$ cat src/rtl/ps2mct_pkg.sv
// ----------------------------------------------------------------------------
// ps2mct_pkg
// Shared constants and types for the PS/2 mouse cursor tracker.
// ----------------------------------------------------------------------------
package ps2mct_pkg;

   // Packet byte layout
   localparam int unsigned BYTE_WIDTH  = 8;
   localparam int unsigned SYNC_BIT    = 3;
   localparam int unsigned X_SIGN_BIT  = 4;
   localparam int unsigned Y_SIGN_BIT  = 5;
   localparam int unsigned DELTA_WIDTH = BYTE_WIDTH + 1;

   // Position within the 3-byte packet
   localparam logic [1:0] POS_HEAD = 2'd0;
   localparam logic [1:0] POS_X    = 2'd1;
   localparam logic [1:0] POS_Y    = 2'd2;

   // Configuration registers
   localparam int unsigned MAX_WIDTH       = 12;
   localparam int unsigned CSR_INDEX_WIDTH = 2;
   localparam logic [CSR_INDEX_WIDTH-1:0] CSR_CURSOR_X_MAX = 2'd0;
   localparam logic [CSR_INDEX_WIDTH-1:0] CSR_CURSOR_Y_MAX = 2'd1;
   localparam logic [MAX_WIDTH-1:0] CURSOR_X_MAX_RESET = 12'd1004;
   localparam logic [MAX_WIDTH-1:0] CURSOR_Y_MAX_RESET = 12'd733;

   // Default cursor coordinate width
   localparam int unsigned COORD_WIDTH_DEFAULT = 12;

   typedef struct packed {
      logic [MAX_WIDTH-1:0] x_max;
      logic [MAX_WIDTH-1:0] y_max;
   } cursor_limits_type;

   typedef struct packed {
      logic accepted;
      logic complete;
   } step_flags_type;

endpackage

$ cat src/rtl/ps2_mouse_cursor_tracker.sv
// ----------------------------------------------------------------------------
// ps2_mouse_cursor_tracker
// Decodes PS/2 mouse packets and keeps a clamped cursor position.
// ----------------------------------------------------------------------------
// Usage:
//   Each received mouse byte is offered on the req_ channel with its parity
//   and timeout flags; it transfers when req_valid is high and req_stall low.
//   Every byte produces exactly one result on the rsp_ channel, which
//   transfers when rsp_valid is high and rsp_stall low. The result tells
//   whether the byte was stored, whether it closed a packet, and the cursor
//   position after the byte.
//   A byte is held in the input register, then computed into the result
//   register. Throughput is one byte per cycle while the receiver does not
//   stall, set by the single pass through the tracker logic. When the
//   receiver stalls, the result is held and the input register fills;
//   req_stall rises only once both are occupied.
//   The cursor limits are written over the csr_ channel, which is always
//   ready; writes should be made while no bytes are in flight.
//   Reset clears the packet position and the cursor to zero and loads the
//   limits with 1004 (x) and 733 (y).
// ----------------------------------------------------------------------------
module ps2_mouse_cursor_tracker
   import ps2mct_pkg::*;
#(
   parameter int unsigned COORD_WIDTH = COORD_WIDTH_DEFAULT
)(
   input  logic                       clock,
   input  logic                       reset,
   // Byte channel
   input  logic                       req_valid,
   output logic                       req_stall,
   input  logic [BYTE_WIDTH-1:0]      req_rx_byte,
   input  logic                       req_parity_error,
   input  logic                       req_timeout_error,
   // Result channel
   output logic                       rsp_valid,
   input  logic                       rsp_stall,
   output logic                       rsp_byte_accepted,
   output logic                       rsp_packet_complete,
   output logic [COORD_WIDTH-1:0]     rsp_cursor_x,
   output logic [COORD_WIDTH-1:0]     rsp_cursor_y,
   // Configuration channel
   input  logic                       csr_valid,
   output logic                       csr_ready,
   input  logic [CSR_INDEX_WIDTH-1:0] csr_index,
   input  logic [MAX_WIDTH-1:0]       csr_wdata
);

   logic                   s1_valid_ff, s1_valid_in;
   logic [BYTE_WIDTH-1:0]  s1_byte_ff;
   logic                   s1_perr_ff, s1_terr_ff;
   logic                   rsp_valid_ff, rsp_valid_in;
   step_flags_type         flags_ff, flags;
   logic [COORD_WIDTH-1:0] cursor_x_ff, cursor_y_ff, next_x, next_y;
   cursor_limits_type      limits;
   logic                   req_fire, out_free, step;

   assign csr_ready = 1'b1;

   ps2mct_csr u_csr (
      .clock    (clock),
      .reset    (reset),
      .wr_en    (csr_valid && csr_ready),
      .wr_index (csr_index),
      .wr_data  (csr_wdata),
      .limits   (limits)
   );

   // The result register can take a new item when empty or being drained.
   assign out_free  = !rsp_valid_ff || !rsp_stall;
   assign step      = s1_valid_ff && out_free;
   assign req_stall = s1_valid_ff && !out_free;
   assign req_fire  = req_valid && !req_stall;

   assign s1_valid_in  = req_fire || (s1_valid_ff && !out_free);
   assign rsp_valid_in = step || (rsp_valid_ff && rsp_stall);

   ps2mct_tracker #(
      .COORD_WIDTH (COORD_WIDTH)
   ) u_tracker (
      .clock            (clock),
      .reset            (reset),
      .step             (step),
      .in_byte          (s1_byte_ff),
      .in_parity_error  (s1_perr_ff),
      .in_timeout_error (s1_terr_ff),
      .limits           (limits),
      .flags            (flags),
      .next_x           (next_x),
      .next_y           (next_y)
   );

   always_ff @(posedge clock) begin
      if (reset) begin
         s1_valid_ff  <= 1'b0;
         rsp_valid_ff <= 1'b0;
      end else begin
         s1_valid_ff  <= s1_valid_in;
         rsp_valid_ff <= rsp_valid_in;
      end
   end

   always_ff @(posedge clock) begin
      if (req_fire) begin
         s1_byte_ff <= req_rx_byte;
         s1_perr_ff <= req_parity_error;
         s1_terr_ff <= req_timeout_error;
      end
      if (step) begin
         flags_ff    <= flags;
         cursor_x_ff <= next_x;
         cursor_y_ff <= next_y;
      end
   end

   assign rsp_valid           = rsp_valid_ff;
   assign rsp_byte_accepted   = flags_ff.accepted;
   assign rsp_packet_complete = flags_ff.complete;
   assign rsp_cursor_x        = cursor_x_ff;
   assign rsp_cursor_y        = cursor_y_ff;

endmodule

$ cat src/rtl/ps2mct_csr.sv
// ----------------------------------------------------------------------------
// ps2mct_csr
// Cursor limit registers, written through the configuration channel.
// ----------------------------------------------------------------------------
module ps2mct_csr
   import ps2mct_pkg::*;
(
   input  logic                       clock,
   input  logic                       reset,
   input  logic                       wr_en,
   input  logic [CSR_INDEX_WIDTH-1:0] wr_index,
   input  logic [MAX_WIDTH-1:0]       wr_data,
   output cursor_limits_type          limits
);

   logic [MAX_WIDTH-1:0] x_max_ff, x_max_in;
   logic [MAX_WIDTH-1:0] y_max_ff, y_max_in;

   always_comb begin
      x_max_in = x_max_ff;
      y_max_in = y_max_ff;
      if (wr_en) begin
         unique case (wr_index)
            CSR_CURSOR_X_MAX: x_max_in = wr_data;
            CSR_CURSOR_Y_MAX: y_max_in = wr_data;
            default: ;
         endcase
      end
   end

   always_ff @(posedge clock) begin
      if (reset) begin
         x_max_ff <= CURSOR_X_MAX_RESET;
         y_max_ff <= CURSOR_Y_MAX_RESET;
      end else begin
         x_max_ff <= x_max_in;
         y_max_ff <= y_max_in;
      end
   end

   assign limits.x_max = x_max_ff;
   assign limits.y_max = y_max_ff;

endmodule

$ cat src/rtl/ps2mct_tracker.sv
// ----------------------------------------------------------------------------
// ps2mct_tracker
// Packet assembly and cursor update. On each step one byte is checked and
// dropped, stored or used to close a packet, which updates the clamped cursor.
// ----------------------------------------------------------------------------
module ps2mct_tracker
   import ps2mct_pkg::*;
#(
   parameter int unsigned COORD_WIDTH = COORD_WIDTH_DEFAULT
)(
   input  logic                   clock,
   input  logic                   reset,
   input  logic                   step,
   input  logic [BYTE_WIDTH-1:0]  in_byte,
   input  logic                   in_parity_error,
   input  logic                   in_timeout_error,
   input  cursor_limits_type      limits,
   output step_flags_type         flags,
   output logic [COORD_WIDTH-1:0] next_x,
   output logic [COORD_WIDTH-1:0] next_y
);

   // Wide enough for the limit register, the position and a signed delta.
   localparam int unsigned CALC_WIDTH =
      ((COORD_WIDTH > MAX_WIDTH) ? COORD_WIDTH : MAX_WIDTH) + 2;
   localparam logic [CALC_WIDTH-1:0] COORD_TOP =
      CALC_WIDTH'((64'd1 << COORD_WIDTH) - 64'd1);

   logic [1:0]             pos_ff, pos_in;
   logic [BYTE_WIDTH-1:0]  store_ff [2];
   logic [COORD_WIDTH-1:0] pos_x_ff, pos_y_ff;

   logic                   take;
   logic [DELTA_WIDTH-1:0] dx, dy;
   logic [CALC_WIDTH-1:0]  sum_x, sum_y, lim_x, lim_y, max_x_ext, max_y_ext;

   function automatic logic [COORD_WIDTH-1:0] clamp_coord(
      input logic [CALC_WIDTH-1:0] value,
      input logic [CALC_WIDTH-1:0] lim
   );
      logic [CALC_WIDTH-1:0] res;
      if (value[CALC_WIDTH-1]) begin
         res = '0;
      end else if (value > lim) begin
         res = lim;
      end else begin
         res = value;
      end
      return res[COORD_WIDTH-1:0];
   endfunction

   // A byte at the head position must carry the sync bit.
   assign take = !in_parity_error && !in_timeout_error &&
                 !(pos_ff == POS_HEAD && !in_byte[SYNC_BIT]);

   assign dx = {store_ff[0][X_SIGN_BIT], store_ff[1]};
   assign dy = {store_ff[0][Y_SIGN_BIT], in_byte};

   assign max_x_ext = {{(CALC_WIDTH-MAX_WIDTH){1'b0}}, limits.x_max};
   assign max_y_ext = {{(CALC_WIDTH-MAX_WIDTH){1'b0}}, limits.y_max};
   assign lim_x     = (max_x_ext > COORD_TOP) ? COORD_TOP : max_x_ext;
   assign lim_y     = (max_y_ext > COORD_TOP) ? COORD_TOP : max_y_ext;

   // Screen y grows downward, so the y delta is subtracted.
   assign sum_x = {{(CALC_WIDTH-COORD_WIDTH){1'b0}}, pos_x_ff}
                + {{(CALC_WIDTH-DELTA_WIDTH){dx[DELTA_WIDTH-1]}}, dx};
   assign sum_y = {{(CALC_WIDTH-COORD_WIDTH){1'b0}}, pos_y_ff}
                - {{(CALC_WIDTH-DELTA_WIDTH){dy[DELTA_WIDTH-1]}}, dy};

   always_comb begin
      flags.accepted = take;
      flags.complete = 1'b0;
      pos_in         = pos_ff;
      next_x         = pos_x_ff;
      next_y         = pos_y_ff;
      if (take) begin
         unique case (pos_ff)
            POS_HEAD: pos_in = POS_X;
            POS_X:    pos_in = POS_Y;
            default: begin
               pos_in         = POS_HEAD;
               flags.complete = 1'b1;
               next_x         = clamp_coord(sum_x, lim_x);
               next_y         = clamp_coord(sum_y, lim_y);
            end
         endcase
      end
   end

   always_ff @(posedge clock) begin
      if (reset) begin
         pos_ff   <= POS_HEAD;
         pos_x_ff <= '0;
         pos_y_ff <= '0;
      end else if (step) begin
         pos_ff   <= pos_in;
         pos_x_ff <= next_x;
         pos_y_ff <= next_y;
      end
   end

   always_ff @(posedge clock) begin
      if (step && take && pos_ff != POS_Y) begin
         store_ff[pos_ff[0]] <= in_byte;
      end
   end

   assert property (@(posedge clock) disable iff (reset)
      step && flags.complete |=> pos_ff == POS_HEAD)
      else $error("position did not return to head after a full packet");

   assert property (@(posedge clock) disable iff (reset)
      step && !flags.accepted |=> $stable(pos_x_ff) && $stable(pos_y_ff)
                                  && $stable(pos_ff))
      else $error("dropped byte changed the tracker state");

   assert property (@(posedge clock) disable iff (reset)
      step && flags.accepted && pos_ff == POS_HEAD |-> in_byte[SYNC_BIT])
      else $error("head byte accepted without sync bit");

   assert property (@(posedge clock) disable iff (reset)
      !step |=> $stable(pos_ff) && $stable(pos_x_ff) && $stable(pos_y_ff))
      else $error("tracker state changed without a step");

endmodule

$ cat config.mk
export PLATFORM = sky130hd
export DESIGN_NAME = ps2_mouse_cursor_tracker
export DESIGN_NICKNAME = d
export VERILOG_FILES = /design/src/rtl/ps2mct_pkg.sv /design/src/rtl/ps2_mouse_cursor_tracker.sv /design/src/rtl/ps2mct_csr.sv /design/src/rtl/ps2mct_tracker.sv
export SDC_FILE = /design/constraint.sdc
export NUM_CORES = 1
export LEC_CHECK = 0
export BUFFER_PORTS_ARGS = -buffer_cell sky130_fd_sc_hd__buf_2
export CAP_MARGIN = 20
export CELL_PAD_IN_SITES_DETAIL_PLACEMENT = 2
export CELL_PAD_IN_SITES_GLOBAL_PLACEMENT = 2
export CORE_MARGIN = 8
export CORE_UTILIZATION = 24
export DETAILED_ROUTE_END_ITERATION = 10
export GPL_ROUTABILITY_DRIVEN = 0
export PLACE_DENSITY = 0.66
export SETUP_SLACK_MARGIN = 0.05
export SYNTH_ARGS = -nofsm -noshare
export SYNTH_HDL_FRONTEND = slang
export SYNTH_HIERARCHICAL = 1
export SYNTH_SLANG_ARGS = --single-unit
$ cat constraint.sdc
create_clock -name clock -period 5.4 [get_ports clock]
set_input_delay 1.08 -clock clock [delete_from_list [all_inputs] [get_ports clock]]
set_output_delay 1.08 -clock clock [all_outputs]
set_load 0.01 [all_outputs]
==> out/results.txt <==
area overhead of the layout relative to synthesis = 15.2%
path type of the worst min-delay path = reg -> reg
clock net sink count = 98
fraction of power spent switching nets = 27.6%
CTS tree = yes
internal portion of total power = 1.19 mW
setup repair after global routing missed its margin = no
category of the worst setup path capture point = register
number of design rule violations left after detail routing = 0
result of the run = finished clean
highest routed layer = met4
antenna diode count = 0
top cells by area in the synthesized netlist = edfxtp_1 23%, dfxtp_1 17%, ha_1 10%
post-synthesis sequential element count = 98
part of the Yosys area used for sequential elements = 40.0%
count of boundary I/O pins = 58
Period minus WS final = 4.59 ns
Final Hold Viols = 0
GRT Overall Usage = 13.1%
post-cts resize count = 0
Mapped Avg Cell Area = 9.53 µm²
clock share of power = 39.9%
critical path arrival = 4.68 ns
static leakage = 2.93 nW
PnR Total Power = 1.64 mW
count of antenna-violating nets left after detailed routing = 0
share of the clock period used by the worst path after layout = 85.0%
Root Driver = clkbuf_16
max cap viols = 0
buffer count from post-CTS setup fixing = 0
final standard cell count with taps included and fillers excluded = 1020
first-pass GRT wire length = 31000 µm
number of buffers added by the clock tree synthesis step = 9
portion of total power attributed to sequential cells = 49.5%
fmax = 218 MHz
DR vias = 4932
post-synth net total = 717
Clk Latency, worst-skew pair = 0.36 ns
Routed met1 length = 8660 µm
kind of start point of the critical path = register
die outline area = 0.0306 mm²
Total Negative Setup Slacks = 0 ns
routed wl met2 = 10300 µm
number of distinct library cells after synthesis = 78
total of hold buffers inserted after clock tree synthesis = 0
worst endpoint required time = 5.49 ns
Row Count = 58
combinational share of power = 10.5%
NetSw = 0.453 mW
clock-pin slew on the worst setup and hold paths = 0.08 ns
number of buffers on the longest clock path = 2
ys async rst share = 0%
vertical die dimension = 175 µm
WL per Instance = 19.4 µm
Std-Cell Core Area = 0.0250 mm²
total length of routed met3 wires = 532 µm
maximum resistive drop on vdd = 110 µV
highest net fanout along the worst path = 11
number of cells after detailed placement = 1004
via count of the first global-routing pass = 5343
final global-route overflow total = 0
fraction of layout cells with a size suffix above 1 = 15.4%
portion of synthesized cell area occupied by the leading cell type = 22.8%
count leader, synth = nor2_1
IO Port Bufs = 56
worst clock skew = 0.00612 ns
wire length after detailed routing = 19800 µm
hold slack final = 0.463 ns
Starting Density = 24.3%
total number of yosys warnings = 6
cell taking the most area after synthesis = edfxtp_1
maximum number of pins on one net before global-route repair = 50
list of most frequent post-synthesis cells = 56 x nor2_1, 53 x nand2_1, 52 x dfxtp_1
power per standard cell area = 235 mW/mm²
number of antenna violations at the first check in global routing = 0
slew at the pin with the worst max-slew slack = 0.936 ns
DRC marker count from the first detailed-route iteration = 177
category of the critical setup timing path = reg -> reg
fillers = 2880
pins over their slew limit = 0
instance count of the mapped netlist = 636
Post-Route Utilization = 28.0%
number of iterations in the first detailed-routing pass = 7
H-tree levels = 3
DP HPWL = 15600 µm
vias per cell = 4.84
Die Wd = 175 µm
final setup violation count = 0
count of nets after finishing = 766
number of enable flip-flop cells after synthesis = 46
top flip-flop cell by instance count after synthesis = dfxtp_1
Slew headroom = 37.3%
mapped cell area = 0.00606 mm²
==> flip-flops by register name, indices dropped and copies added, names as in the netlist, 2 cells and up <==
name / flops
u_csr/x_max_ff: 12
rsp_cursor_y: 12
u_csr/y_max_ff: 12
s1_byte_ff: 8
u_tracker/pos_y_ff: 12
u_tracker/pos_ff: 2
u_tracker/store_ff: 10
rsp_cursor_x: 12
u_tracker/pos_x_ff: 12
==> cells by family after synthesis <==
| logic type | after synthesis | synth area share, % |
|---|---|---|
| AO/OA/AOI/OAI | 172 | 20.1 |
| XOR/XNOR | 19 | 2.75 |
| adder cells (fa/ha/maj) | 52 | 11.0 |
| buffers and inverters | 79 | 5.57 |
| flip-flops | 98 | 40.0 |
| multiplexers | 38 | 6.27 |
| other | 1 | 0.0619 |
| AND/OR/NAND/NOR | 177 | 14.3 |
==> final timing paths <==
check / startpoint / slack, ns / cells past startpoint / endpoint
setup / recovery: u_tracker/pos_x_ff[0] / 0.81 / 16 / rsp_cursor_x[6]
hold / removal: u_tracker/pos_y_ff[0] / 0.46 / 2 / u_tracker/pos_y_ff[0]
setup reg to reg: u_tracker/pos_x_ff[0] / 0.81 / 16 / rsp_cursor_x[6]
hold reg to reg: u_tracker/pos_y_ff[0] / 0.46 / 2 / u_tracker/pos_y_ff[0]
==> power by group through the flow <==
stage | combinational (mW) | sequential, mW | clock, mW
after floorplan | 0.113 | 0.828 | 0
after global placement | 0.172 | 0.831 | 0
after detailed placement | 0.175 | 0.832 | 0
after CTS | 0.177 | 0.815 | 0.683
after global routing | 0.192 | 0.817 | 0.709
final | 0.173 | 0.814 | 0.656
==> worst max-delay path: stages, from the launching register on <==
cell	delay (ns)
dfxtp_1	0.39
ha_1	0.22
inv_1	0.07
fa_1	0.43
nor2b_4	0.14
o31a_1	0.25
o21a_1	0.20
a21oi_1	0.10
xnor2_1	0.17
ha_1	0.32
o21ai_0	0.08
o21ai_0	0.30
a21oi_1	0.13
a211oi_1	0.61
and2b_2	0.42
mux2i_1	0.36
o21ai_1	0.14
==> metal layers <==
layer / global-route usage (%) / vias up
li1: - / 2386
met1: 15.2 / 2479
met2: 24.2 / 50
met3: 2.42 / 17
met4: 3.60 / 0
met5: 0 / -
==> cells in the final DEF, fill, tap and decap left out, drive strengths merged, types with 6 or more instances in the layout <==
cell type and count:
nand2b 18, nand4 6, a22o 6, a21oi 38, edfxtp 46, a211oi 6
o21ai 42, xnor2 17, nand2 53, ha 50, inv 57, mux2i 38
a21o 14, buf 64, dfxtp 52, nor2 56, nor3 7, o21a 9
nor2b 6, clkbuf 9
==> area by class of cell <==
class                           instances  area (µm²)  area share, %
Timing Repair Buffer                   64         340           4.87
Multi-Input combinational cell        459        3320           47.6
Inverter                               53         199           2.85
Clock buffer                            9         225           3.22
Clock inverter                          7        63.8          0.913
Tap cell                              330         413           5.91
Sequential cell                        98        2420           34.7
==> per-stage QoR <==
step / worst slack [ns] / instance area (µm²)
floorplan: 0.690 / 6060
detailed placement: 0.882 / 6700
finish: 0.809 / 6990
global placement: 0.948 / 6700
CTS: 0.818 / 6990
global route: 0.544 / 6990
Note: power is estimated with default switching activity, not from simulation.
